<file path="config.mk">
export PLATFORM = sky130hd
export DESIGN_NAME = most_frequent_value_finder_core
export DESIGN_NICKNAME = d
export VERILOG_FILES = /design/src/hdl/mfv_pkg.sv /design/src/hdl/mfv_ram.sv /design/src/hdl/most_frequent_value_finder_core.sv
export SDC_FILE = /design/constraint.sdc
export NUM_CORES = 2
export LEC_CHECK = 0
export BUFFER_PORTS_ARGS = -buffer_cell sky130_fd_sc_hd__buf_4
export CAP_MARGIN = 15
export CORE_MARGIN = 3
export CORE_UTILIZATION = 59
export CTS_BUF_LIST = sky130_fd_sc_hd__clkbuf_4
export CTS_CLUSTER_SIZE = 25
export DETAILED_ROUTE_END_ITERATION = 8
export HOLD_SLACK_MARGIN = 0.03
export PLACE_DENSITY_LB_ADDON = 0.15
export SKIP_CTS_REPAIR_TIMING = 1
export SYNTH_ARGS = -nofsm -noshare
export SYNTH_HDL_FRONTEND = slang
export SYNTH_SLANG_ARGS = --single-unit
</file>
<file path="constraint.sdc">
create_clock -name clk -period 3.45 [get_ports clk]
set_input_delay 0.1725 -clock clk [delete_from_list [all_inputs] [get_ports clk]]
set_output_delay 0.1725 -clock clk [all_outputs]
set_load 0.01 [all_outputs]
</file>
<file path="src/hdl/mfv_pkg.sv">
`timescale 1ns / 1ps

package mfv_pkg;

  localparam int VALUE_W      = 32;
  localparam int COUNT_W      = 7;
  localparam logic [COUNT_W-1:0] COUNT_MAX = 7'd127;
  localparam int RESULT_LIMIT = 32;
  localparam int RLIM_W       = $clog2(RESULT_LIMIT + 1);

  typedef enum logic [4:0] {
    S_LOAD  = 5'b00001,
    S_PIVOT = 5'b00010,
    S_SWEEP = 5'b00100,
    S_CHECK = 5'b01000,
    S_EMIT  = 5'b10000
  } state_t;

endpackage

</file>
<file path="src/hdl/mfv_ram.sv">
`timescale 1ns / 1ps

// simple dual-port ram, one write and one registered read
module mfv_ram #(
  parameter int WIDTH = 32,
  parameter int DEPTH = 64,
  localparam int AW   = (DEPTH > 1) ? $clog2(DEPTH) : 1
) (
  input  logic             clk,
  input  logic             we,
  input  logic [AW-1:0]    waddr,
  input  logic [WIDTH-1:0] wdata,
  input  logic [AW-1:0]    raddr,
  output logic [WIDTH-1:0] rdata
);

  logic [WIDTH-1:0] mem [DEPTH];

  always_ff @(posedge clk) begin
    if (we) begin
      mem[waddr] <= wdata;
    end
    rdata <= mem[raddr];
  end

endmodule

</file>
<file path="src/hdl/most_frequent_value_finder_core.sv">
`timescale 1ns / 1ps

// Mode finder: loads a list of signed 32-bit values, one transaction per cycle, until a
// transaction with is_final set (that value belongs to the list). Up to MAX_ITEMS values
// are kept; later ones of the same list are dropped and every result of that list then
// carries dropped_items. After the final value the block stops taking input and runs one
// or two passes over the stored list through a single RAM read port: for each position i
// it counts the matches at positions i and later. The first pass finds the highest count
// and how many positions reach it; if a value repeats, the second emits each modal value
// at its first occurrence, in list order, with the count (saturated at 127), at most 32
// results, the last one flagged by final_result. If no value repeats, one result with
// all_unique set, mode_value zero and occurrence_count one is given. Each position takes a
// pivot read, a forward sweep through the read port and one check. The store needs no
// clearing after reset. The output register lets the next list start loading while the
// last result still waits to be taken.
module most_frequent_value_finder_core import mfv_pkg::*; #(
  parameter int MAX_ITEMS = 64
) (
  input  logic                      clk,
  input  logic                      rst,
  // input channel
  input  logic                      in_valid,
  output logic                      in_ready,
  input  logic signed [VALUE_W-1:0] item_value,
  input  logic                      is_final,
  // result channel
  output logic                      out_valid,
  input  logic                      out_ready,
  output logic signed [VALUE_W-1:0] mode_value,
  output logic        [COUNT_W-1:0] occurrence_count,
  output logic                      all_unique,
  output logic                      dropped_items,
  output logic                      final_result
);

  localparam int AW = $clog2(MAX_ITEMS);
  localparam int CW = $clog2(MAX_ITEMS + 1);
  localparam int XW = (CW > COUNT_W) ? CW : COUNT_W;

  state_t state;

  // list bookkeeping
  logic [CW-1:0]      stored;
  logic               overflow;

  // sweep sequencer
  logic [CW-1:0]      idx;        // pivot position
  logic [CW-1:0]      k;          // next address to read in the sweep
  logic               first;      // first sweep cycle, pivot data on the read port
  logic               pend;       // read data of a compare position is on the port
  logic [VALUE_W-1:0] pivot;
  logic [CW-1:0]      cnt;        // forward match count of the pivot
  logic [CW-1:0]      best;
  logic [RLIM_W-1:0]  total;      // positions reaching best, capped at the result limit
  logic [RLIM_W-1:0]  emitted;
  logic               tally_pass; // 0: find best, 1: emit modes

  // ram ports
  logic               ram_we;
  logic [AW-1:0]      ram_raddr;
  logic [VALUE_W-1:0] ram_rdata;

  logic               in_xact;
  logic               out_free;
  logic               sweep_issue;
  logic               sweep_done;
  logic               last_pos;
  logic [CW-1:0]      best_next;
  logic               emit_go;
  logic               emit_last;
  logic [XW-1:0]      best_x;
  logic [COUNT_W-1:0] best_sat;

  assign in_ready = (state == S_LOAD);
  assign in_xact  = in_valid && in_ready;

  // values past capacity are not written
  assign ram_we    = in_xact && (stored < CW'(MAX_ITEMS));
  assign ram_raddr = (state == S_PIVOT) ? idx[AW-1:0] : k[AW-1:0];

  mfv_ram #(
    .WIDTH (VALUE_W),
    .DEPTH (MAX_ITEMS)
  ) u_store (
    .clk   (clk),
    .we    (ram_we),
    .waddr (stored[AW-1:0]),
    .wdata (item_value),
    .raddr (ram_raddr),
    .rdata (ram_rdata)
  );

  assign out_free    = !out_valid || out_ready;
  assign sweep_issue = (k < stored);
  assign sweep_done  = (state == S_SWEEP) && !first && !pend && !sweep_issue;
  assign last_pos    = ((idx + CW'(1)) == stored);
  assign best_next   = (cnt > best) ? cnt : best;

  // a unique-list result is always the only one; modes end at the capped total
  assign emit_go   = (state == S_EMIT) && out_free;
  assign emit_last = !tally_pass || ((emitted + RLIM_W'(1)) == total);

  // count saturates at the field ceiling
  assign best_x   = XW'(best);
  assign best_sat = (best_x > XW'(COUNT_MAX)) ? COUNT_MAX : best_x[COUNT_W-1:0];

  always_ff @(posedge clk) begin
    if (rst) begin
      state      <= S_LOAD;
      stored     <= '0;
      overflow   <= 1'b0;
      out_valid  <= 1'b0;
      idx        <= '0;
      k          <= '0;
      first      <= 1'b0;
      pend       <= 1'b0;
      cnt        <= '0;
      best       <= '0;
      total      <= '0;
      emitted    <= '0;
      tally_pass <= 1'b0;
    end else begin
      // a new result replaces the one taken in the same cycle
      if (emit_go) begin
        out_valid <= 1'b1;
      end else if (out_ready) begin
        out_valid <= 1'b0;
      end
      case (state)
        S_LOAD: begin
          if (in_xact) begin
            if (stored < CW'(MAX_ITEMS)) begin
              stored <= stored + CW'(1);
            end else begin
              overflow <= 1'b1;
            end
            if (is_final) begin
              idx        <= '0;
              tally_pass <= 1'b0;
              best       <= CW'(1);
              total      <= '0;
              state      <= S_PIVOT;
            end
          end
        end
        S_PIVOT: begin
          // pivot read goes out now, compares start one past it
          k     <= idx + CW'(1);
          first <= 1'b1;
          pend  <= 1'b0;
          state <= S_SWEEP;
        end
        S_SWEEP: begin
          first <= 1'b0;
          pend  <= sweep_issue;
          if (sweep_issue) begin
            k <= k + CW'(1);
          end
          if (first) begin
            cnt <= CW'(1);
          end else if (pend && (ram_rdata == pivot)) begin
            cnt <= cnt + CW'(1);
          end
          if (sweep_done) begin
            state <= S_CHECK;
          end
        end
        S_CHECK: begin
          if (!tally_pass) begin
            best <= best_next;
            if (cnt > best) begin
              total <= RLIM_W'(1);
            end else if ((cnt == best) && (total != RLIM_W'(RESULT_LIMIT))) begin
              total <= total + RLIM_W'(1);
            end
            if (last_pos) begin
              if (best_next > CW'(1)) begin
                tally_pass <= 1'b1;
                idx        <= '0;
                emitted    <= '0;
                state      <= S_PIVOT;
              end else begin
                state <= S_EMIT;
              end
            end else begin
              idx   <= idx + CW'(1);
              state <= S_PIVOT;
            end
          end else begin
            if (cnt == best) begin
              state <= S_EMIT;
            end else if (last_pos) begin
              // cannot happen once a mode is known, close the list anyway
              stored   <= '0;
              overflow <= 1'b0;
              state    <= S_LOAD;
            end else begin
              idx   <= idx + CW'(1);
              state <= S_PIVOT;
            end
          end
        end
        S_EMIT: begin
          if (out_free) begin
            if (emit_last) begin
              stored   <= '0;
              overflow <= 1'b0;
              state    <= S_LOAD;
            end else begin
              emitted <= emitted + RLIM_W'(1);
              idx     <= idx + CW'(1);
              state   <= S_PIVOT;
            end
          end
        end
        default: begin
          state <= S_LOAD;
        end
      endcase
    end
  end

  // payload registers
  always_ff @(posedge clk) begin
    if ((state == S_SWEEP) && first) begin
      pivot <= ram_rdata;
    end
    if (emit_go) begin
      mode_value       <= tally_pass ? pivot : '0;
      occurrence_count <= tally_pass ? best_sat : COUNT_W'(1);
      all_unique       <= !tally_pass;
      dropped_items    <= overflow;
      final_result     <= emit_last;
    end
  end

endmodule

</file>
==> impl_metrics.ini <==
[run_status]
status = finished clean

[pwr]
p_leak_nw = 35.0
power_density_nw_per_um2 = 554
ir_drop_mv = 0.384
p_total_mw = 56.7

[grt]
use_met3 = 0.106
met1_usage = 0.478
grt_pass1_wl_um = 390000
use_met2 = 0.537
grt.busiest_layer = met2
grtUsageTotal = 0.357
overflow = 0
grt_pass1_vias = 56922
antenna_found_initial = 8
grt_max_degree = 71

[yosys]
synth-edff-count = 2122
synth_compound_area_frac = 0.0700
synthCells = 6045
ys_seq_area_frac = 0.750
synth_cell_types = 83
syn_nets = 6102
synthMuxAreaShare = 0.0336
synth_top_area_frac = 0.730
synth_area_um2 = 87300
synth-simple-area-share = 0.116
synth-xor-area-share = 0.00681
synth_top_family_by_area = simple AND/OR/NAND/NOR gates
synth_top_area_cell = edfxtp_1
synth_fa_ha_area_frac = 0.00287
synth_common_cells = edfxtp_1 (2122), nand2_1 (1245), nand3_1 (434)
yosys-top-cells-area = edfxtp_1 (73%), nand2_1 (5.4%), nand3_1 (2.5%), dfxtp_1 (2.0%), mux2i_1 (1.9%)
synth.ff_latch_count = 2211
synth.most_common_cell = edfxtp_1
ys_warn_count = 0
synth.avg_cell_area_um2 = 14.4
ys.flop_type = edfxtp_1
synth-async-reset-ratio = 0

[sta]
setup_viol = 0
relSlewSlack = 0.278
fmax_mhz = 292
fin_crit_ps = 3420
worst_slew_pin_slew_ps = 1080
finalClockSkew_ps = 100
rsz0062_at_grt = yes
fin_crit_sh = 0.992
hold_viol_final = 0
whs_ps = 79.3
fin_setup_tns_ps = 0
maxSlewViolCount = 0

[floorplanning]
die_h_um = 391
ios = 81
rows = 140
start_util = 0.597
dieArea_um2 = 153000
core-area_um2 = 146000
die_x_um = 391

[hold_path]
min_path_cells = 5
hold_path_class = in -> reg

[critical_path]
path_class = reg -> reg
critPathBufInv = 4
path_depth = 12
critPathMaxFanout = 12
worst_ep_arrival_time_ps = 4560
slowest_delay_ps = 480
crit_family = compound AO/OA/AOI/OAI gates
required_ps = 4580
crit_path_end_kind = flip-flop
crit_top_cell = buf_4
startpoint_type = flip-flop
cp_slowest_cell = dfxtp_1
crit_chain = nor2b_1 > buf_4 > nand2_1 > buf_4 > mux2i_4 > buf_4 > buf_4 > a32oi_1 > a31oi_1 > o21ai_0 > o311ai_2 > o2111ai_1
rr_worst_depth = 12

[drt]
viasPerCell = 6.61
ant_nets = 0
drc = 0
drt_iter0_drc = 8303
wl_per_cell_um = 30.7
firstDrtPassIters = 9
drt_wl_total_um = 280000
num_vias = 60149

[placed_design]
dp.cells = 8032
dp_hpwl_um = 162000
gp_congestion = 0.933
port_buffers = 80

[cts]
cts_max_level = 6
tritoncts = done
cts_buffers = 571
insertion_delay_ps = 1350
cts.path.max_buffers = 4
ctsRootBufferMaster = clkbuf_4
cts_sinks = 2211
clk_pin_slew_ps = 70

[finish]
layout-drive-gt1-share = 0.210
areaGrowthSynthToFinish_pct = 17.2
stdcell_count = 9099
fin_nets = 6858
fillers = 9780

[job]
maxCapViolCount = 0
[state kept, by name (all words and copies together), names as in the netlist, 5 cells and up]
| register | flops |
|---|---|
| k | 7 |
| u_store.rdata | 32 |
| idx | 7 |
| u_store.mem | 2048 |
| total | 6 |
| emitted | 6 |
| stored | 7 |
| mode_value | 32 |
| occurrence_count | 7 |
| state | 5 |
| best | 7 |
| pivot | 32 |
| cnt | 7 |
[through the flow]
step	util	cell area (um^2)	setup WS, ps
2_1_floorplan	-	87300	169
3_3_place_gp	0.642	94000	30.8
3_5_place_dp	0.642	94000	-33.1
4_1_cts	0.689	101000	-32.5
5_1_grt	0.700	102000	-18.0
6_report	0.700	102000	26.2
[cell type report]
type / instances / area, um^2 / area share
clock inverter: 145 / 863 / 0.00843
tap: 1917 / 2400 / 0.0234
clock buffer: 794 / 5960 / 0.0582
inverter: 33 / 124 / 0.00121
sequential: 2211 / 65500 / 0.640
timing repair buffer: 572 / 6780 / 0.0662
antenna: 15 / 37.5 / 0.000367
multi-input combinational: 3412 / 20700 / 0.202
[layer usage]
metal / part of all wire / vias up
met5: 0.000039 / -
met4: 0.054 / 2
met3: 0.14 / 868
met2: 0.45 / 4519
met1: 0.35 / 29685
li1: - / 25075
[cell usage in the layout (no fill, tap or decap), drive strengths merged, types with 23 or more instances in the layout]
master          n
a221oi         23
clkinv        117
dlygate4sd3    85
buf           486
nor3           35
clkbuf        795
a21oi         102
inv            48
edfxtp       2122
dfxtp          89
mux4           52
and3          155
and2           37
nand4         120
o22ai          30
nand2        1247
mux2i         168
a31oi         138
a32oi          53
nand3         434
a311oi         78
o21ai         108
a211oi        126
xnor2          42
nor2          153
[report_power, final]
group	leakage [nW]	total (mW)	switching [mW]	internal [mW]
registers	19.8	30.3	0.566	29.8
clock network	4.09	21.6	10.2	11.4
logic	11.1	4.76	3.11	1.65
[worst paths after layout]
| check | endpoint | start | slack, ps |
|---|---|---|---|
| worst min register to register | pivot[16]$_DFFE_PP_ | u_store.rdata[16]$_DFF_P_ | 460 |
| worst max-delay path | u_store.rdata[16]$_DFF_P_ | state[2]$_SDFFE_PP0P_ | 30 |
| worst max register to register | u_store.rdata[16]$_DFF_P_ | state[2]$_SDFFE_PP0P_ | 30 |
| worst min-delay path | total[0]$_SDFFE_PP0P_ | in_valid | 80 |
[logic make-up (layout without fill, tap and decap cells)]
kind of cell | after synthesis | in the layout
xor+xnor | 60 | 60
simple gates | 2255 | 2255
other cells | 0 | 15
fa+ha+maj | 20 | 20
buf+inv | 422 | 1544
flops | 2211 | 2211
mux | 227 | 227
compound gates | 850 | 850
[worst min-delay path: cells and delay by family]
kind | cells | cell delay [ps]
buffers and inverters | 2 | 660
AOI/OAI and AO/OA | 2 | 410
and+or+nand+nor | 1 | 50
No activity file was read; power rests on OpenSTA's default activity.
